--- config.mk ---
export PLATFORM = sky130hd
export DESIGN_NAME = positional_array_list_engine_top_flat
export DESIGN_NICKNAME = d
export VERILOG_FILES = /design/src/rtl/pale_pkg.sv /design/src/rtl/pale_cmd_if.sv /design/src/rtl/pale_rsp_if.sv /design/src/rtl/pale_seq.sv /design/src/rtl/positional_array_list_engine_top.sv /design/src/flat_wrapper.sv
export SDC_FILE = /design/constraint.sdc
export NUM_CORES = 1
export LEC_CHECK = 0
export BUFFER_PORTS_ARGS = -buffer_cell sky130_fd_sc_hd__buf_4
export CAP_MARGIN = 20
export CORE_MARGIN = 5
export CORE_UTILIZATION = 23
export DETAILED_ROUTE_END_ITERATION = 6
export PLACE_DENSITY = 0.39
export SKIP_CTS_REPAIR_TIMING = 1
export SYNTH_ARGS = -nofsm -noshare
export SYNTH_HDL_FRONTEND = slang
export SYNTH_SLANG_ARGS = --single-unit
--- constraint.sdc ---
create_clock -name clk -period 4.32 [get_ports clk]
set_input_delay 0.432 -clock clk [delete_from_list [all_inputs] [get_ports clk]]
set_output_delay 0.432 -clock clk [all_outputs]
set_load 0.03 [all_outputs]
--- src/rtl/pale_pkg.sv ---
package pale_pkg;

  // List geometry
  localparam int CAPACITY   = 16;
  localparam int DATA_WIDTH = 32;

  // Field widths of the channels
  localparam int COMMAND_W  = 2;
  localparam int VALUE_W    = 32;
  localparam int POSITION_W = 5;
  localparam int STATUS_W   = 3;
  localparam int ENTRY_W    = 5;

  // Internal widths
  localparam int CNT_W = $clog2(CAPACITY + 1);
  localparam int IDX_W = (CAPACITY > 1) ? $clog2(CAPACITY) : 1;
  localparam int CMP_W = (CNT_W > POSITION_W) ? CNT_W : POSITION_W;

  // Command codes
  localparam logic [COMMAND_W-1:0] CMD_INSERT = 2'd0;
  localparam logic [COMMAND_W-1:0] CMD_REMOVE = 2'd1;
  localparam logic [COMMAND_W-1:0] CMD_READ   = 2'd2;
  localparam logic [COMMAND_W-1:0] CMD_CLEAR  = 2'd3;

  // Status codes
  localparam logic [STATUS_W-1:0] ST_OK        = 3'd0;
  localparam logic [STATUS_W-1:0] ST_EMPTY     = 3'd1;
  localparam logic [STATUS_W-1:0] ST_RANGE     = 3'd2;
  localparam logic [STATUS_W-1:0] ST_NOT_FOUND = 3'd3;
  localparam logic [STATUS_W-1:0] ST_FULL      = 3'd4;

  typedef struct packed {
    logic [COMMAND_W-1:0]      command;
    logic signed [VALUE_W-1:0] value;
    logic [POSITION_W-1:0]     position;
  } req_t;

  typedef struct packed {
    logic [STATUS_W-1:0]       status;
    logic signed [VALUE_W-1:0] read_value;
    logic [ENTRY_W-1:0]        entry_count;
    logic                      is_empty;
  } res_t;

endpackage

--- src/rtl/pale_cmd_if.sv ---
interface pale_cmd_if;
  logic                                valid;
  logic                                ready;
  logic [pale_pkg::COMMAND_W-1:0]      command;
  logic signed [pale_pkg::VALUE_W-1:0] value;
  logic [pale_pkg::POSITION_W-1:0]     position;

  modport source (output valid, command, value, position, input ready);
  modport sink (input valid, command, value, position, output ready);
endinterface

--- src/rtl/pale_rsp_if.sv ---
interface pale_rsp_if;
  logic                                valid;
  logic                                ready;
  logic [pale_pkg::STATUS_W-1:0]       status;
  logic signed [pale_pkg::VALUE_W-1:0] read_value;
  logic [pale_pkg::ENTRY_W-1:0]        entry_count;
  logic                                is_empty;

  modport source (output valid, status, read_value, entry_count, is_empty, input ready);
  modport sink (input valid, status, read_value, entry_count, is_empty, output ready);
endinterface

--- src/rtl/pale_seq.sv ---
// Sequencer that walks the entry memory, one command at a time.
module pale_seq (
  input  logic            clk,
  input  logic            rst,
  input  logic            req_valid,
  output logic            req_ready,
  input  pale_pkg::req_t  req,
  output logic            res_valid,
  input  logic            res_take,
  output pale_pkg::res_t  res
);

  localparam logic [2:0] S_IDLE = 3'd0;
  localparam logic [2:0] S_UP   = 3'd1;
  localparam logic [2:0] S_SRCH = 3'd2;
  localparam logic [2:0] S_DN   = 3'd3;
  localparam logic [2:0] S_RD   = 3'd4;
  localparam logic [2:0] S_EMIT = 3'd5;

  logic [2:0]                          state, state_next;
  logic [pale_pkg::CNT_W-1:0]          count, count_next;
  logic [pale_pkg::CNT_W-1:0]          idx, idx_next;
  logic                                rd_pend, rd_pend_next;
  logic [pale_pkg::IDX_W-1:0]          rd_pend_idx, rd_pend_idx_next;
  logic [pale_pkg::DATA_WIDTH-1:0]     val_r;
  logic [pale_pkg::POSITION_W-1:0]     pos_r;
  logic [pale_pkg::STATUS_W-1:0]       status, status_next;
  logic signed [pale_pkg::VALUE_W-1:0] rdval, rdval_next;

  // Memory port signals
  logic [pale_pkg::DATA_WIDTH-1:0] mem [pale_pkg::CAPACITY];
  logic                            rd_en, wr_en;
  logic [pale_pkg::IDX_W-1:0]      rd_addr, wr_addr;
  logic [pale_pkg::DATA_WIDTH-1:0] rd_data, wr_data;

  logic                       accept;
  logic [pale_pkg::CMP_W-1:0] pos_in_w, pos_r_w, cnt_w, idx_w;

  assign accept    = req_valid && req_ready;
  assign req_ready = (state == S_IDLE);
  assign res_valid = (state == S_EMIT);
  assign pos_in_w  = pale_pkg::CMP_W'(req.position);
  assign pos_r_w   = pale_pkg::CMP_W'(pos_r);
  assign cnt_w     = pale_pkg::CMP_W'(count);
  assign idx_w     = pale_pkg::CMP_W'(idx);

  // Result as seen after the command
  assign res.status      = status;
  assign res.read_value  = rdval;
  assign res.entry_count = pale_pkg::ENTRY_W'(count);
  assign res.is_empty    = (count == '0);

  // Entry storage: one write port, one registered read port
  always_ff @(posedge clk) begin
    if (wr_en) begin
      mem[wr_addr] <= wr_data;
    end
    if (rd_en) begin
      rd_data <= mem[rd_addr];
    end
  end

  // Sequencer
  always_comb begin
    state_next       = state;
    count_next       = count;
    idx_next         = idx;
    rd_pend_next     = 1'b0;
    rd_pend_idx_next = rd_pend_idx;
    status_next      = status;
    rdval_next       = rdval;
    rd_en            = 1'b0;
    rd_addr          = '0;
    wr_en            = 1'b0;
    wr_addr          = '0;
    wr_data          = rd_data;

    unique case (state)
      S_IDLE: begin
        if (accept) begin
          status_next = pale_pkg::ST_OK;
          rdval_next  = '0;
          unique case (req.command)
            pale_pkg::CMD_INSERT: begin
              if (pos_in_w > cnt_w) begin
                status_next = pale_pkg::ST_RANGE;
                state_next  = S_EMIT;
              end else if (count == pale_pkg::CNT_W'(pale_pkg::CAPACITY)) begin
                status_next = pale_pkg::ST_FULL;
                state_next  = S_EMIT;
              end else begin
                idx_next   = count;
                state_next = S_UP;
              end
            end
            pale_pkg::CMD_REMOVE: begin
              if (count == '0) begin
                status_next = pale_pkg::ST_EMPTY;
                state_next  = S_EMIT;
              end else begin
                idx_next   = '0;
                state_next = S_SRCH;
              end
            end
            pale_pkg::CMD_READ: begin
              if (count == '0) begin
                status_next = pale_pkg::ST_EMPTY;
                state_next  = S_EMIT;
              end else if (pos_in_w >= cnt_w) begin
                status_next = pale_pkg::ST_RANGE;
                state_next  = S_EMIT;
              end else begin
                rd_en      = 1'b1;
                rd_addr    = pale_pkg::IDX_W'(req.position);
                state_next = S_RD;
              end
            end
            default: begin
              count_next = '0;
              state_next = S_EMIT;
            end
          endcase
        end
      end

      // Shift entries up from the tail, then drop the new value in
      S_UP: begin
        if (rd_pend) begin
          wr_en   = 1'b1;
          wr_addr = rd_pend_idx + pale_pkg::IDX_W'(1);
          wr_data = rd_data;
        end
        if (idx_w > pos_r_w) begin
          rd_en            = 1'b1;
          rd_addr          = pale_pkg::IDX_W'(idx - pale_pkg::CNT_W'(1));
          rd_pend_next     = 1'b1;
          rd_pend_idx_next = pale_pkg::IDX_W'(idx - pale_pkg::CNT_W'(1));
          idx_next         = idx - pale_pkg::CNT_W'(1);
        end else if (!rd_pend) begin
          wr_en      = 1'b1;
          wr_addr    = pale_pkg::IDX_W'(pos_r);
          wr_data    = val_r;
          count_next = count + pale_pkg::CNT_W'(1);
          state_next = S_EMIT;
        end
      end

      // Linear search, one read issued and one compare per cycle
      S_SRCH: begin
        if (rd_pend && (rd_data == val_r)) begin
          idx_next   = pale_pkg::CNT_W'(rd_pend_idx) + pale_pkg::CNT_W'(1);
          state_next = S_DN;
        end else if (rd_pend &&
                     (pale_pkg::CNT_W'(rd_pend_idx) == count - pale_pkg::CNT_W'(1))) begin
          status_next = pale_pkg::ST_NOT_FOUND;
          state_next  = S_EMIT;
        end else begin
          rd_en            = 1'b1;
          rd_addr          = pale_pkg::IDX_W'(idx);
          rd_pend_next     = 1'b1;
          rd_pend_idx_next = pale_pkg::IDX_W'(idx);
          idx_next         = idx + pale_pkg::CNT_W'(1);
        end
      end

      // Close the gap: move each later entry down by one
      S_DN: begin
        if (rd_pend) begin
          wr_en   = 1'b1;
          wr_addr = rd_pend_idx - pale_pkg::IDX_W'(1);
          wr_data = rd_data;
        end
        if (idx < count) begin
          rd_en            = 1'b1;
          rd_addr          = pale_pkg::IDX_W'(idx);
          rd_pend_next     = 1'b1;
          rd_pend_idx_next = pale_pkg::IDX_W'(idx);
          idx_next         = idx + pale_pkg::CNT_W'(1);
        end else if (!rd_pend) begin
          count_next = count - pale_pkg::CNT_W'(1);
          state_next = S_EMIT;
        end
      end

      S_RD: begin
        rdval_next = pale_pkg::VALUE_W'($signed(rd_data));
        state_next = S_EMIT;
      end

      S_EMIT: begin
        if (res_take) begin
          state_next = S_IDLE;
        end
      end

      default: begin
        state_next = S_IDLE;
      end
    endcase
  end

  // Control registers
  always_ff @(posedge clk) begin
    if (rst) begin
      state   <= S_IDLE;
      count   <= '0;
      rd_pend <= 1'b0;
    end else begin
      state   <= state_next;
      count   <= count_next;
      rd_pend <= rd_pend_next;
    end
  end

  // Working registers
  always_ff @(posedge clk) begin
    idx         <= idx_next;
    rd_pend_idx <= rd_pend_idx_next;
    status      <= status_next;
    rdval       <= rdval_next;
    if (accept) begin
      val_r <= pale_pkg::DATA_WIDTH'($signed(req.value));
      pos_r <= req.position;
    end
  end

endmodule

--- src/rtl/positional_array_list_engine_top.sv ---
// Clear and rejected commands go straight to the response; read fetches one entry; insert
// shifts the entries from the tail down to the position up by one (none at position count)
// before writing; remove searches linearly and, when the value is found, closes the gap. One
// command at a time: the next can be taken in the cycle after the result enters the output
// register, since the sequencer waits in its emit state until the output register takes it.
// Reset (rst, synchronous) empties the list and drops any pending response; no clearing pass.
module positional_array_list_engine_top (
  input  logic       clk,
  input  logic       rst,
  pale_cmd_if.sink   cmd,
  pale_rsp_if.source rsp
);

  pale_pkg::req_t req;
  pale_pkg::res_t res;
  pale_pkg::res_t out_r;
  logic           res_valid;
  logic           res_take;
  logic           out_valid;

  assign req.command  = cmd.command;
  assign req.value    = cmd.value;
  assign req.position = cmd.position;

  pale_seq u_seq (
    .clk       (clk),
    .rst       (rst),
    .req_valid (cmd.valid),
    .req_ready (cmd.ready),
    .req       (req),
    .res_valid (res_valid),
    .res_take  (res_take),
    .res       (res)
  );

  // Output register: loads when empty or being drained
  assign res_take = res_valid && (!out_valid || rsp.ready);

  always_ff @(posedge clk) begin
    if (rst) begin
      out_valid <= 1'b0;
    end else if (res_take) begin
      out_valid <= 1'b1;
    end else if (rsp.ready) begin
      out_valid <= 1'b0;
    end
  end

  always_ff @(posedge clk) begin
    if (res_take) begin
      out_r <= res;
    end
  end

  assign rsp.valid       = out_valid;
  assign rsp.status      = out_r.status;
  assign rsp.read_value  = out_r.read_value;
  assign rsp.entry_count = out_r.entry_count;
  assign rsp.is_empty    = out_r.is_empty;

endmodule

--- src/flat_wrapper.sv ---
// flat-port wrapper written by rule: the top's interface ports become plain ports
module positional_array_list_engine_top_flat 
  (clk, rst, cmd_valid, cmd_command, cmd_value, cmd_position, cmd_ready, rsp_valid, rsp_status, rsp_read_value, rsp_entry_count, rsp_is_empty, rsp_ready);
  pale_cmd_if cmd_i ();
  pale_rsp_if rsp_i ();
  input  logic clk;
  input  logic rst;
  input wire logic [$bits(cmd_i.valid)-1:0] cmd_valid;
  input wire logic [$bits(cmd_i.command)-1:0] cmd_command;
  input wire logic [$bits(cmd_i.value)-1:0] cmd_value;
  input wire logic [$bits(cmd_i.position)-1:0] cmd_position;
  output wire logic [$bits(cmd_i.ready)-1:0] cmd_ready;
  output wire logic [$bits(rsp_i.valid)-1:0] rsp_valid;
  output wire logic [$bits(rsp_i.status)-1:0] rsp_status;
  output wire logic [$bits(rsp_i.read_value)-1:0] rsp_read_value;
  output wire logic [$bits(rsp_i.entry_count)-1:0] rsp_entry_count;
  output wire logic [$bits(rsp_i.is_empty)-1:0] rsp_is_empty;
  input wire logic [$bits(rsp_i.ready)-1:0] rsp_ready;
  assign cmd_i.valid = cmd_valid;
  assign cmd_i.command = cmd_command;
  assign cmd_i.value = cmd_value;
  assign cmd_i.position = cmd_position;
  assign cmd_ready = cmd_i.ready;
  assign rsp_valid = rsp_i.valid;
  assign rsp_status = rsp_i.status;
  assign rsp_read_value = rsp_i.read_value;
  assign rsp_entry_count = rsp_i.entry_count;
  assign rsp_is_empty = rsp_i.is_empty;
  assign rsp_i.ready = rsp_ready;
  positional_array_list_engine_top u_core (.clk(clk), .rst(rst), .cmd(cmd_i), .rsp(rsp_i));
endmodule
==> flow_summary_export.csv <==
group,metric,value,unit
cts,cts.sinks,676,
pwr,ir_drop,305,uV
sta,max_slew_margin,0.365,
floorplanning,die_w,357,um
cts,cts_buffers,78,
synthesis,synth_ff_type,"edfxtp_1",
synthesis,synth_top_area_cell,"edfxtp_1",
global_route,track_usage,0.132,
run_status,outcome,"completed",
synthesis,synth_cell_types,68,
synthesis,synth_simple_gate_area_frac,0.132,
sta,setup_tns,0,ps
floorplanning,io_pins,86,
sta,rsz0062_at_grt,"no",
synthesis,ys_seq_area_frac,0.730,
place,port_buffers,85,
synthesis,synth_adder_area_share,0.00905,
floorplanning,start_util,0.231,
pwr,p_total,0.0245,W
floorplanning,core,120000,sq um
synthesis,async_flop_share,0,
sta,hold_viol,0,
global_route,grt-ovfl-total,0,
worst_setup_path,cp.required,4680,ps
detailed_routing,drc,0,
pwr,p_seq_frac,0.424,
cells_and_area,drive_above_1_share,0.166,
synthesis,muxShareOfSynthArea,0.0141,
place,post-place-ws,460,ps
sta,timing.final.ws_setup,361,ps
cts,cts_max_path_buffers,3,
sta,setup_viol,0,
detailed_routing,num_vias,17200,
worst_setup_path,endpoint_kind,"register",
detailed_routing,first_pass_iters,4,
detailed_routing,wl_per_cell,22.2,um
cells_and_area,fin_nets,2247,
place,place_area,31200,sq um
synthesis,yosys-top-cells-area,"edfxtp_1, nand2_1, a211oi_1",
sta,timing.fmax,0.253,GHz
sta,finalCriticalPeriod,3960,ps
cells_and_area,seqCellArea,20200,sq um
cts,clock_latency,630,ps
pwr,pwr-share-comb,0.315,
synthesis,yosysMostFrequentCell,"edfxtp_1",
worst_setup_path,crit_arrival,4320,ps
floorplanning,die_y,357,um
synthesis,synth.avg_cell_area,13.7,sq um
synthesis,synth_compound_area_frac,0.0749,
synthesis,netlist_area,27700,sq um
cts,cts-root-buf,"clkbuf_16",
floorplanning,rows,127,
pwr,p_per_area,721,nW/um^2
pwr,internal_power,0.0158,W
sta,finalMaxSlewViolations,0,
synthesis,ys_warn_count,0,
detailed_routing,drt-total-wl,85700,um
cells_and_area,multi_input_area,6990,sq um
global_route,antenna_found_initial,1,
synthesis,synth_commonest_cells,"edfxtp_1, nand2_1, nand3_1",
pwr,p_leak,11.7,nW
worst_setup_path,crit_fanout,44,
detailed_routing,ant_nets,0,
synthesis,synth_cells,2012,
pwr,p_sw,0.00871,W
sta,tightest_slew,949,ps
sta,fin_crit_sh,0.917,
cells_and_area,stdcell_area,34000,sq um
synthesis,synth_edf_count,666,
synthesis,synth_top_area_frac,0.723,
detailed_routing,drt_iter0_markers,1320,
place,place_congestion,0.777,
synthesis,synth_top_family_by_area,"simple AND/OR/NAND/NOR gates",
place,hpwl,50700,um
global_route,grt_pass1_vias,17200,
run,cap_violations,0,
sta,finClkSkew,27.3,ps
cts,ctsHtreeMaxLevel,3,
synthesis,synthXorXnorAreaFrac,0.0168,
cells_and_area,area_delta_synth_final,22.9,%
hold_path,hold_class,"in2reg",
cts,tritoncts,"built",
worst_setup_path,start_kind,"register",
global_route,grt_pass1_wl,123000,um
cells_and_area,fill_cells,12100,
detailed_routing,viasPerCell,4.45,
synthesis,ys_ff_latch,676,
pwr,p_clk_frac,0.261,
pwr,sw_frac_of_total,0.355,
worst_setup_path,path_class,"reg2reg",
cells_and_area,fin_util,0.284,
cts,path_clk_slew,60,ps
synthesis,synth_fp_nets,2075,
floorplanning,fp.dieArea,127000,sq um
global_route,grt_max_degree,57,
[layout make-up]
| class | count | area share |
|---|---|---|
| Clock inverter | 48 | 0.0126 |
| Clock buffer | 94 | 0.0598 |
| Antenna cell | 3 | 0.000221 |
| Inverter | 25 | 0.00276 |
| Timing Repair Buffer | 213 | 0.0656 |
| Sequential cell | 676 | 0.594 |
| Tap cell | 1612 | 0.0593 |
| Multi-Input combinational cell | 1190 | 0.206 |
[final timing paths]
check | startpoint | end | slack, ps | cells past startpoint
worst max-delay path | u_core.u_seq.cnt_w[1]$_SDFFE_PP0P_ | u_core.u_seq.rd_data[16]$_DFFE_PP_ | 360 | 13
worst min-delay path | cmd_position[3] | u_core.u_seq.pos_r[3]$_DFFE_PP_ | 40 | 1
worst max register to register | u_core.u_seq.cnt_w[1]$_SDFFE_PP0P_ | u_core.u_seq.rd_data[16]$_DFFE_PP_ | 360 | 13
worst min register to register | u_core.u_seq.rdval[4]$_SDFFCE_PN0P_ | u_core.rsp.read_value[4]$_DFFE_PP_ | 410 | 0
[through the flow]
stage	hold slack [ps]	instances
6_report	42.2	3861
5_1_grt	10.9	3858
2_1_floorplan	400	2012
3_3_place_gp	404	3682
4_1_cts	-68.6	3824
3_5_place_dp	405	3682
[logic make-up after synthesis]
group | Yosys count
AND/OR/NAND/NOR | 799
multiplexers | 35
AO/OA/AOI/OAI | 283
buffers and inverters | 146
adder cells (fa/ha/maj) | 20
flip-flops | 676
XOR/XNOR | 53
[per-layer routing]
| metal | up-vias | global-route usage | wire length, um |
|---|---|---|---|
| met5 | - | 0 | 0 |
| met4 | 0 | 0.0306 | 1420 |
| met3 | 93 | 0.0208 | 4720 |
| met2 | 465 | 0.219 | 40700 |
| met1 | 8756 | 0.182 | 38800 |
| li1 | 7866 | - | - |
[placed cells by master, fill, tap and decap left out, drive strengths merged, types with 22 or more instances in the layout]
| cell | instances |
|---|---|
| edfxtp | 666 |
| nand2 | 474 |
| buf | 180 |
| nand3 | 106 |
| clkbuf | 94 |
| a211oi | 68 |
| and2 | 66 |
| nor2 | 48 |
| xor2 | 40 |
| o211ai | 36 |
| and3 | 35 |
| a31oi | 35 |
| dlygate4sd3 | 33 |
| clkinv | 33 |
| o2111ai | 32 |
| o22ai | 32 |
| mux2 | 31 |
| inv | 29 |
| a21oi | 22 |
[state kept, by name, summed over array words and instances (netlist names), 4 cells and up]
register	cells
u_core.rsp.read_value	32
u_core.u_seq.rd_pend_idx	4
u_core.u_seq.rdval	32
u_core.u_seq.val_r	32
u_core.u_seq.mem	512
u_core.u_seq.cnt_w	5
u_core.u_seq.idx	5
u_core.u_seq.pos_r	5
u_core.u_seq.rd_data	32
u_core.rsp.entry_count	5
[worst max-delay path: stages, from the launching register on]
cell	delay (ps)
dfxtp_1	480
inv_1	170
ha_1	210
a21oi_1	150
o21ai_0	160
o41ai_2	680
nor4_2	60
buf_4	180
or3_1	370
a211oi_4	450
buf_12	320
a31oi_1	130
o211ai_1	120
o22ai_1	120
[power groups by stage]
stage / combinational [W] / clock [W] / sequential, W
2_1_floorplan: 0.00448 / 0 / 0.0103
3_3_place_gp: 0.00773 / 0 / 0.0105
3_5_place_dp: 0.00782 / 0 / 0.0105
4_1_cts: 0.00785 / 0.00659 / 0.0104
5_1_grt: 0.00850 / 0.00687 / 0.0105
6_report: 0.00773 / 0.00639 / 0.0104
(Power assumes the default switching activity.)
